File: src/design/xsr_pkg.sv
// Shared constants, codes and handshake structs of the xorshift64 bounded random block.
package xsr_pkg;

  localparam int STATE_W  = 64;
  localparam int SPAN_W   = 32;
  localparam int ADC_BITS = 12;
  localparam int KIND_W   = 2;
  localparam int CNT_W    = $clog2(STATE_W);

  localparam int SHIFT_A = 13;
  localparam int SHIFT_B = 7;
  localparam int SHIFT_C = 17;

  localparam logic [KIND_W-1:0] KIND_SEED = 2'd0;
  localparam logic [KIND_W-1:0] KIND_UNS  = 2'd1;
  localparam logic [KIND_W-1:0] KIND_SGN  = 2'd2;

  typedef struct packed {
    logic start;
  } div_ctl_t;

  typedef struct packed {
    logic busy;
    logic done;
  } div_sts_t;

endpackage

File: src/design/xsr_if.sv
// Valid/ready channel interfaces for draw requests and draw results.
interface xsr_in_if
  import xsr_pkg::*;
();
  logic                     valid;
  logic                     ready;
  logic [KIND_W-1:0]        kind;
  logic [ADC_BITS-1:0]      adc_sample;
  logic [STATE_W-1:0]       bound;
  logic signed [SPAN_W-1:0] min_value;
  logic signed [SPAN_W-1:0] max_value;

  modport source (output valid, kind, adc_sample, bound, min_value, max_value, input ready);
  modport sink   (input valid, kind, adc_sample, bound, min_value, max_value, output ready);
endinterface

interface xsr_out_if
  import xsr_pkg::*;
();
  logic                     valid;
  logic                     ready;
  logic [STATE_W-1:0]       unsigned_value;
  logic signed [SPAN_W-1:0] signed_value;
  logic                     range_error;

  modport source (output valid, unsigned_value, signed_value, range_error, input ready);
  modport sink   (input valid, unsigned_value, signed_value, range_error, output ready);
endinterface

File: src/design/xsr_gen.sv
// Generator state register with seed shift-in and xorshift advance.
module xsr_gen
  import xsr_pkg::*;
(
  input  logic               clk,
  input  logic               rst_n,
  input  logic               seed_en,
  input  logic               seed_bit,
  input  logic               adv_en,
  output logic [STATE_W-1:0] adv_value
);

  logic [STATE_W-1:0] state_r, state_nxt;
  logic [STATE_W-1:0] t1, t2;

  // Three xor-shift layers; only wiring and one xor per layer.
  always_comb begin
    t1        = state_r ^ (state_r << SHIFT_A);
    t2        = t1 ^ (t1 >> SHIFT_B);
    adv_value = t2 ^ (t2 << SHIFT_C);
  end

  always_comb begin
    state_nxt = state_r;
    if (seed_en) begin
      state_nxt = {state_r[STATE_W-2:0], seed_bit};
    end else if (adv_en) begin
      state_nxt = adv_value;
    end
  end

  always_ff @(posedge clk) begin
    if (!rst_n) begin
      state_r <= '0;
    end else begin
      state_r <= state_nxt;
    end
  end

endmodule

File: src/design/xsr_div.sv
// Bit-serial restoring remainder unit: one dividend bit per cycle.
module xsr_div
  import xsr_pkg::*;
(
  input  logic               clk,
  input  logic               rst_n,
  input  div_ctl_t           ctl,
  input  logic [STATE_W-1:0] dividend,
  input  logic [STATE_W-1:0] divisor,
  output div_sts_t           sts,
  output logic [STATE_W-1:0] remainder
);

  logic               busy_r, busy_nxt;
  logic               done_r, done_nxt;
  logic [CNT_W-1:0]   cnt_r, cnt_nxt;
  logic [STATE_W-1:0] dvd_r, dvd_nxt;
  logic [STATE_W-1:0] dsr_r, dsr_nxt;
  logic [STATE_W-1:0] rem_r, rem_nxt;
  logic [STATE_W:0]   shifted;
  logic [STATE_W+1:0] diff;

  always_comb begin
    shifted = {rem_r, dvd_r[STATE_W-1]};
    diff    = {1'b0, shifted} - {2'b00, dsr_r};
  end

  always_comb begin
    busy_nxt = busy_r;
    done_nxt = 1'b0;
    cnt_nxt  = cnt_r;
    dvd_nxt  = dvd_r;
    dsr_nxt  = dsr_r;
    rem_nxt  = rem_r;
    if (ctl.start) begin
      busy_nxt = 1'b1;
      cnt_nxt  = '1;
      dvd_nxt  = dividend;
      dsr_nxt  = divisor;
      rem_nxt  = '0;
    end else if (busy_r) begin
      dvd_nxt = {dvd_r[STATE_W-2:0], 1'b0};
      // No borrow means the divisor fits, and the difference is below it.
      if (!diff[STATE_W+1]) begin
        rem_nxt = diff[STATE_W-1:0];
      end else begin
        rem_nxt = shifted[STATE_W-1:0];
      end
      cnt_nxt = cnt_r - 1'b1;
      if (cnt_r == '0) begin
        busy_nxt = 1'b0;
        done_nxt = 1'b1;
      end
    end
  end

  always_ff @(posedge clk) begin
    if (!rst_n) begin
      busy_r <= 1'b0;
      done_r <= 1'b0;
      cnt_r  <= '0;
    end else begin
      busy_r <= busy_nxt;
      done_r <= done_nxt;
      cnt_r  <= cnt_nxt;
    end
    dvd_r <= dvd_nxt;
    dsr_r <= dsr_nxt;
    rem_r <= rem_nxt;
  end

  assign sts.busy  = busy_r;
  assign sts.done  = done_r;
  assign remainder = rem_r;

endmodule

File: src/design/xorshift64_bounded_random_top.sv
// Top level of the xorshift64 bounded random generator.
//
// in_if carries requests: a seed beat shifts adc_sample bit 0 into the
// 64-bit generator state and gives no result; an unsigned draw advances the
// state and returns state modulo bound; a signed draw returns min_value plus
// state modulo (max_value - min_value). A zero bound or an empty signed range
// still advances the state, returns 0 or min_value and sets range_error.
// Kind 3 is accepted and ignored. out_if carries one result beat per draw.
// A draw runs from acceptance through the bit-serial remainder unit, hands
// its finish to the controller and then loads its result into the output
// register. Erroneous draws skip the remainder unit and go straight on to
// the load. One item is in flight at a time, so no request is accepted while
// a draw is under way; the next one is accepted in the cycle after the
// result is loaded.
// The output register lets the next request be accepted while a result waits;
// if out_if stalls, a finished draw waits until the register frees up.
// Synchronous reset clears the generator state to zero; an all-zero state
// stays zero until a seed beat brings in a one.
module xorshift64_bounded_random_top
  import xsr_pkg::*;
(
  input  logic      clk,
  input  logic      rst_n,
  xsr_in_if.sink    in_if,
  xsr_out_if.source out_if
);

  typedef enum logic [1:0] {S_IDLE, S_DIV, S_DONE} state_t;

  state_t                   state_r, state_nxt;
  logic                     sgn_r, sgn_nxt;
  logic                     err_r, err_nxt;
  logic signed [SPAN_W-1:0] min_r, min_nxt;

  logic                     out_valid_r, out_valid_nxt;
  logic [STATE_W-1:0]       out_uns_r, out_uns_nxt;
  logic signed [SPAN_W-1:0] out_sgn_r, out_sgn_nxt;
  logic                     out_err_r, out_err_nxt;

  logic               accept;
  logic               seed_en, adv_en;
  logic [STATE_W-1:0] adv_value;
  logic [STATE_W-1:0] divisor;
  logic [SPAN_W:0]    span;
  logic [STATE_W-1:0] remainder;
  logic               out_free;
  div_ctl_t           div_ctl;
  div_sts_t           div_sts;

  assign in_if.ready = (state_r == S_IDLE);
  assign accept      = in_if.valid && in_if.ready;
  assign out_free    = !out_valid_r || out_if.ready;

  // Span at 33 bits never wraps; a positive span fits in 32 bits.
  assign span = {in_if.max_value[SPAN_W-1], in_if.max_value}
              - {in_if.min_value[SPAN_W-1], in_if.min_value};

  xsr_gen u_gen (
    .clk       (clk),
    .rst_n     (rst_n),
    .seed_en   (seed_en),
    .seed_bit  (in_if.adc_sample[0]),
    .adv_en    (adv_en),
    .adv_value (adv_value)
  );

  xsr_div u_div (
    .clk       (clk),
    .rst_n     (rst_n),
    .ctl       (div_ctl),
    .dividend  (adv_value),
    .divisor   (divisor),
    .sts       (div_sts),
    .remainder (remainder)
  );

  always_comb begin
    state_nxt     = state_r;
    sgn_nxt       = sgn_r;
    err_nxt       = err_r;
    min_nxt       = min_r;
    seed_en       = 1'b0;
    adv_en        = 1'b0;
    div_ctl.start = 1'b0;
    divisor       = in_if.bound;
    out_valid_nxt = out_valid_r && !out_if.ready;
    out_uns_nxt   = out_uns_r;
    out_sgn_nxt   = out_sgn_r;
    out_err_nxt   = out_err_r;

    unique case (state_r)
      S_IDLE: begin
        if (accept) begin
          min_nxt = in_if.min_value;
          case (in_if.kind)
            KIND_SEED: begin
              seed_en = 1'b1;
            end
            KIND_UNS: begin
              adv_en  = 1'b1;
              sgn_nxt = 1'b0;
              err_nxt = (in_if.bound == '0);
              divisor = in_if.bound;
              div_ctl.start = (in_if.bound != '0);
              state_nxt = (in_if.bound == '0) ? S_DONE : S_DIV;
            end
            KIND_SGN: begin
              adv_en  = 1'b1;
              sgn_nxt = 1'b1;
              err_nxt = span[SPAN_W] || (span == '0);
              divisor = {{(STATE_W-SPAN_W){1'b0}}, span[SPAN_W-1:0]};
              div_ctl.start = !(span[SPAN_W] || (span == '0));
              state_nxt = (span[SPAN_W] || (span == '0)) ? S_DONE : S_DIV;
            end
            default: begin
            end
          endcase
        end
      end
      S_DIV: begin
        if (div_sts.done) begin
          state_nxt = S_DONE;
        end
      end
      S_DONE: begin
        if (out_free) begin
          out_valid_nxt = 1'b1;
          out_err_nxt   = err_r;
          out_uns_nxt   = (sgn_r || err_r) ? '0 : remainder;
          if (!sgn_r) begin
            out_sgn_nxt = '0;
          end else if (err_r) begin
            out_sgn_nxt = min_r;
          end else begin
            out_sgn_nxt = min_r + $signed(remainder[SPAN_W-1:0]);
          end
          state_nxt = S_IDLE;
        end
      end
      default: begin
        state_nxt = S_IDLE;
      end
    endcase
  end

  always_ff @(posedge clk) begin
    if (!rst_n) begin
      state_r     <= S_IDLE;
      out_valid_r <= 1'b0;
    end else begin
      state_r     <= state_nxt;
      out_valid_r <= out_valid_nxt;
    end
    sgn_r     <= sgn_nxt;
    err_r     <= err_nxt;
    min_r     <= min_nxt;
    out_uns_r <= out_uns_nxt;
    out_sgn_r <= out_sgn_nxt;
    out_err_r <= out_err_nxt;
  end

  assign out_if.valid          = out_valid_r;
  assign out_if.unsigned_value = out_uns_r;
  assign out_if.signed_value   = out_sgn_r;
  assign out_if.range_error    = out_err_r;

  // The remainder unit is never restarted in the middle of a division.
  a_start_idle: assert property (@(posedge clk) disable iff (!rst_n)
    div_ctl.start |-> !div_sts.busy)
    else $error("remainder unit started while busy");

  // While waiting on a division, the unit is working or has just finished.
  a_div_live: assert property (@(posedge clk) disable iff (!rst_n)
    (state_r == S_DIV) |-> (div_sts.busy || div_sts.done))
    else $error("waiting on an idle remainder unit");

  // A division finishes only while the controller waits for it.
  a_done_in_div: assert property (@(posedge clk) disable iff (!rst_n)
    div_sts.done |-> (state_r == S_DIV))
    else $error("division finished outside the wait state");

  // A started division is in the unit on the next cycle.
  a_start_busy: assert property (@(posedge clk) disable iff (!rst_n)
    div_ctl.start |=> div_sts.busy && (state_r == S_DIV))
    else $error("division start lost");

endmodule
File: src/flat_wrapper.sv
// flat-port wrapper written by rule: the top's interface ports become plain ports
module xorshift64_bounded_random_top_flat import xsr_pkg::*;
  (clk, rst_n, in_if_valid, in_if_kind, in_if_adc_sample, in_if_bound, in_if_min_value, in_if_max_value, in_if_ready, out_if_valid, out_if_unsigned_value, out_if_signed_value, out_if_range_error, out_if_ready);
  xsr_in_if in_if_i ();
  xsr_out_if out_if_i ();
  input  logic clk;
  input  logic rst_n;
  input wire logic [$bits(in_if_i.valid)-1:0] in_if_valid;
  input wire logic [$bits(in_if_i.kind)-1:0] in_if_kind;
  input wire logic [$bits(in_if_i.adc_sample)-1:0] in_if_adc_sample;
  input wire logic [$bits(in_if_i.bound)-1:0] in_if_bound;
  input wire logic [$bits(in_if_i.min_value)-1:0] in_if_min_value;
  input wire logic [$bits(in_if_i.max_value)-1:0] in_if_max_value;
  output wire logic [$bits(in_if_i.ready)-1:0] in_if_ready;
  output wire logic [$bits(out_if_i.valid)-1:0] out_if_valid;
  output wire logic [$bits(out_if_i.unsigned_value)-1:0] out_if_unsigned_value;
  output wire logic [$bits(out_if_i.signed_value)-1:0] out_if_signed_value;
  output wire logic [$bits(out_if_i.range_error)-1:0] out_if_range_error;
  input wire logic [$bits(out_if_i.ready)-1:0] out_if_ready;
  assign in_if_i.valid = in_if_valid;
  assign in_if_i.kind = in_if_kind;
  assign in_if_i.adc_sample = in_if_adc_sample;
  assign in_if_i.bound = in_if_bound;
  assign in_if_i.min_value = in_if_min_value;
  assign in_if_i.max_value = in_if_max_value;
  assign in_if_ready = in_if_i.ready;
  assign out_if_valid = out_if_i.valid;
  assign out_if_unsigned_value = out_if_i.unsigned_value;
  assign out_if_signed_value = out_if_i.signed_value;
  assign out_if_range_error = out_if_i.range_error;
  assign out_if_i.ready = out_if_ready;
  xorshift64_bounded_random_top u_core (.clk(clk), .rst_n(rst_n), .in_if(in_if_i), .out_if(out_if_i));
endmodule
File: config.mk
export PLATFORM = sky130hd
export DESIGN_NAME = xorshift64_bounded_random_top_flat
export DESIGN_NICKNAME = d
export VERILOG_FILES = /design/src/design/xsr_pkg.sv /design/src/design/xsr_if.sv /design/src/design/xsr_gen.sv /design/src/design/xsr_div.sv /design/src/design/xorshift64_bounded_random_top.sv /design/src/flat_wrapper.sv
export SDC_FILE = /design/constraint.sdc
export NUM_CORES = 1
export LEC_CHECK = 0
export BUFFER_PORTS_ARGS = -buffer_cell sky130_fd_sc_hd__buf_4
export CAP_MARGIN = 0
export CELL_PAD_IN_SITES_DETAIL_PLACEMENT = 0
export CELL_PAD_IN_SITES_GLOBAL_PLACEMENT = 2
export CORE_ASPECT_RATIO = 1.75
export CORE_MARGIN = 1
export CORE_UTILIZATION = 30
export DETAILED_ROUTE_END_ITERATION = 6
export MAX_ROUTING_LAYER = met4
export PLACE_DENSITY = 0.67
export SYNTH_ARGS = -nofsm -noshare
export SYNTH_HDL_FRONTEND = slang
export SYNTH_SLANG_ARGS = --single-unit
File: constraint.sdc
create_clock -name clk -period 6 [get_ports clk]
set_clock_uncertainty 0.2 [all_clocks]
set_input_delay 0 -clock clk [delete_from_list [all_inputs] [get_ports clk]]
set_output_delay 0 -clock clk [all_outputs]
set_load 0.05 [all_outputs]
==> results.sh <==
export IMPL_crit_slowest_cell="a21oi_1"
export IMPL_leakagePower_nw=12.4
export IMPL_crit_type="input port to flip-flop"
export IMPL_synth_async_reset_ratio=0
export IMPL_dp_cells=3859
export IMPL_maxUsedRoutingLayer="met4"
export IMPL_cellPowerDensity_mw_per_mm2=422
export IMPL_firstDrtPassIters=6
export IMPL_synth_most_common_cell="nand2_1"
export IMPL_worstHoldPathType="input port to flip-flop"
export IMPL_netSwitchingPower_mw=5.42
export IMPL_power_ir_vdd_worst_mv=0.228
export IMPL_ctsHtreeMaxLevel=2
export IMPL_wl_met3_mm=3.46
export IMPL_synth_top_area_frac=0.306
export IMPL_routed_wl_met2_mm=50.6
export IMPL_clk_path_buf_depth=3
export IMPL_core_rowCount=140
export IMPL_synth_area_top_cells="edfxtp_1 31%, dfxtp_1 11%, ha_1 6.5%, xnor2_1 6.3%, a21oi_1 3.9%"
export IMPL_wl_per_cell_um=22.9
export IMPL_synthTopCellsByCount="263 x nand2_1, 259 x edfxtp_1, 199 x a21oi_1"
export IMPL_dp_hpwl_mm=72.1
export IMPL_synth_sequential_area_ratio=0.416
export IMPL_post_cts_buffers=0
export IMPL_worst_path_largest_cell_delay_ps=700
export IMPL_cts_sinks=398
export IMPL_multi_input_area_sq_mm=0.0137
export IMPL_path_delay_family="compound AO/OA/AOI/OAI gates"
export IMPL_syn_avg_cell_area_sq_um=9.46
export IMPL_fillers=8450
export IMPL_path_buf_inv=4
export IMPL_layout_nets=3267
export IMPL_antenna_found_initial=0
export IMPL_drt_total_wl_mm=93.8
export IMPL_area_growth_pct=23.3
export IMPL_critPathRequiredTime_ps=6300
export IMPL_cts_tree="built"
export IMPL_synth_top_area_cell="edfxtp_1"
export IMPL_internal_power_mw=7.77
export IMPL_ant_nets=0
export IMPL_yosysWarnings=0
export IMPL_first_global_vias=22300
export IMPL_die_area_sq_mm=0.0858
export IMPL_path_clk_slew_ps=60
export IMPL_grt_pass1_wl_mm=139
export IMPL_die_height_um=387
export IMPL_drc=0
export IMPL_worst_pin_slew_ps=1060
export IMPL_cp_cell_sequence="dlygate4sd3_1, buf_4, ha_1, fa_1, nor2b_1, o31a_1, o221ai_2, a21oi_1, a311oi_2, xor2_1, o21ai_1, or4_1, or4_1, o2111ai_1, a21o_2, inv_8, buf_4, a311oi_1"
export IMPL_vias=21300
export IMPL_ys_flop_type="edfxtp_1"
export IMPL_period_share=0.902
export IMPL_die_w_um=222
export IMPL_fin_cells=4089
export IMPL_portBuffers=233
export IMPL_initial_core_util=0.304
export IMPL_syn_area_sq_mm=0.0254
export IMPL_seqPwrFrac=0.293
export IMPL_synth_cells=2683
export IMPL_grt_usage=0.222
export IMPL_crit_fanout=110
export IMPL_grt_overflow=0
export IMPL_grt_max_degree=111
export IMPL_dr_first_iter_drc_count=1115
export IMPL_outcome="finished, final reports clean"
export IMPL_n_antenna_cell=0
export IMPL_gp_congestion=0.971
export IMPL_setup_violations=0
export IMPL_arrival_ps=5720
export IMPL_insertion_delay_ps=620
export IMPL_synth_edff_count=259
export IMPL_end_kind="flip-flop"
export IMPL_clockPowerShare=0.247
export IMPL_vias_per_cell=5.21
export IMPL_cts_made_buffers=46
export IMPL_core_sq_mm=0.0836
export IMPL_max_freq_mhz=185
export IMPL_drt_met1_wl_mm=33.8
export IMPL_setup_tns_ps=0
export IMPL_seqCellArea_sq_mm=0.0106
export IMPL_min_period_ps=5410
export IMPL_ys_ff_latch=398
export IMPL_finalMaxSlewViolations=0
export IMPL_finalHoldViolations=0
export IMPL_relSlewSlack=0.293
export IMPL_combPwrFrac=0.460
export IMPL_ioPinCount=245
export IMPL_synth_cell_types=78
export IMPL_maxCapViolCount=0
export IMPL_cts_resized=0
export IMPL_synth_nets=2964
export IMPL_start_kind="input port"
export IMPL_grt_setup_unrepaired="no"
export IMPL_drive_gt1_frac=0.139
export IMPL_cts_root_buffer="clkbuf_16"
export IMPL_swShare=0.411
==> worst register-to-register path, stage by stage, from the launching register on <==
cell,delay (ps)
dfxtp_1,380
ha_1,430
nand3_1,170
nor4b_1,330
a21oi_1,160
a21boi_1,410
a21oi_1,130
buf_4,180
o21a_1,250
o21ai_1,440
a21oi_1,340
o211a_2,490
buf_12,220
or3_1,420
a311oi_2,260
==> state kept, by name, summed over array words and instances (netlist names) <==
signal and flops:
u_core.min_r 32, u_core.u_div.dvd_r 64, u_core.sgn_r 1, u_core.out_if.valid 1, u_core.err_r 1, u_core.u_div.busy_r 1, u_core.state_r 2, u_core.u_div.cnt_r 6
u_core.out_if.signed_value 32, u_core.u_div.remainder 64, u_core.u_gen.state_r 64, u_core.u_div.done_r 1, u_core.u_div.dsr_r 64, u_core.out_if.range_error 1, u_core.out_if.unsigned_value 64
==> cell usage in the layout, fill, tap and decap left out, types with 17 or more instances in the layout <==
cell / Yosys / final
a21o_1: 71 / 71
nand4_1: 31 / 31
edfxtp_1: 259 / 259
a311oi_2: 41 / 41
a21oi_1: 199 / 199
nor2_1: 149 / 147
nand3_1: 39 / 39
inv_1: 141 / 140
xor2_1: 87 / 87
o22ai_1: 62 / 62
nand2b_1: 22 / 22
buf_4: 6 / 255
a211oi_1: 17 / 17
and3_1: 19 / 19
xnor2_1: 182 / 182
nor3_1: 38 / 38
o21a_1: 24 / 24
nand2_1: 263 / 261
ha_1: 132 / 132
clkbuf_16: 0 / 46
dfxtp_1: 139 / 138
and2_1: 131 / 131
nor2b_1: 20 / 19
nor4_1: 19 / 18
o21ai_0: 172 / 172
mux2_1: 58 / 58
dlygate4sd3_1: 0 / 144
==> worst paths after layout <==
path	start	endpoint	slack, ps	depth (start not counted)
worst min register to register	u_core.u_div.remainder[49]	u_core.u_div.remainder[50]	320	2
worst min-delay path	in_if_max_value[24]	u_core.u_div.dsr_r[25]	20	4
worst max-delay path	in_if_min_value[0]	u_core.u_div.remainder[55]	590	18
worst max register to register	u_core.u_div.remainder[8]	u_core.u_div.remainder[27]	1130	14
==> what timing repair did <==
item	4_1_cts	5_1_grt
endpoints found under the hold margin	173	0
hold buffers	144	0
setup endpoints to repair	0	0
==> power by group through the flow <==
stage	sequential (mW)	clock, mW	combinational [mW]
final	3.86	3.26	6.07
after floorplan	3.70	0	4.39
after CTS	3.87	3.34	6.10
after global placement	3.92	0	5.96
after global routing	3.92	3.42	6.65
after detailed placement	3.93	0	5.99
==> kinds of logic after synthesis <==
group | share of synthesized area
buf+inv | 0.0456
xor+xnor | 0.0928
fa+ha+maj | 0.0675
flops | 0.416
mux | 0.0324
simple gates | 0.147
compound gates | 0.198
==> stage by stage <==
step / hold WS (ps) / power (mW) / setup WS, ps / util / cell area (sq um)
floorplan: -101 / 8.09 / 300 / - / 25400
CTS: 0.267 / 13.3 / 668 / 0.374 / 31300
detailed placement: -7.75 / 9.92 / 560 / 0.336 / 28100
global placement: -7.90 / 9.88 / 568 / 0.336 / 28100
global route: 27.9 / 14.0 / 284 / 0.374 / 31300
finish: 21.0 / 13.2 / 586 / 0.374 / 31300
==> metal layers <==
layer | global-route usage | vias up
li1 | - | 10300
met1 | 0.219 | 10200
met2 | 0.415 | 595
met3 | 0.0246 | 214
met4 | 0.129 | 0
met5 | - | -
==> layout make-up <==
class | count | area share
Inverter | 143 | 0.0174
Clock inverter | 30 | 0.0158
Tap cell | 1065 | 0.0426
Timing Repair Buffer | 402 | 0.109
Sequential cell | 398 | 0.338
Clock buffer | 56 | 0.0393
Multi-Input combinational cell | 1995 | 0.438
No activity file was read; power rests on OpenSTA's default activity.
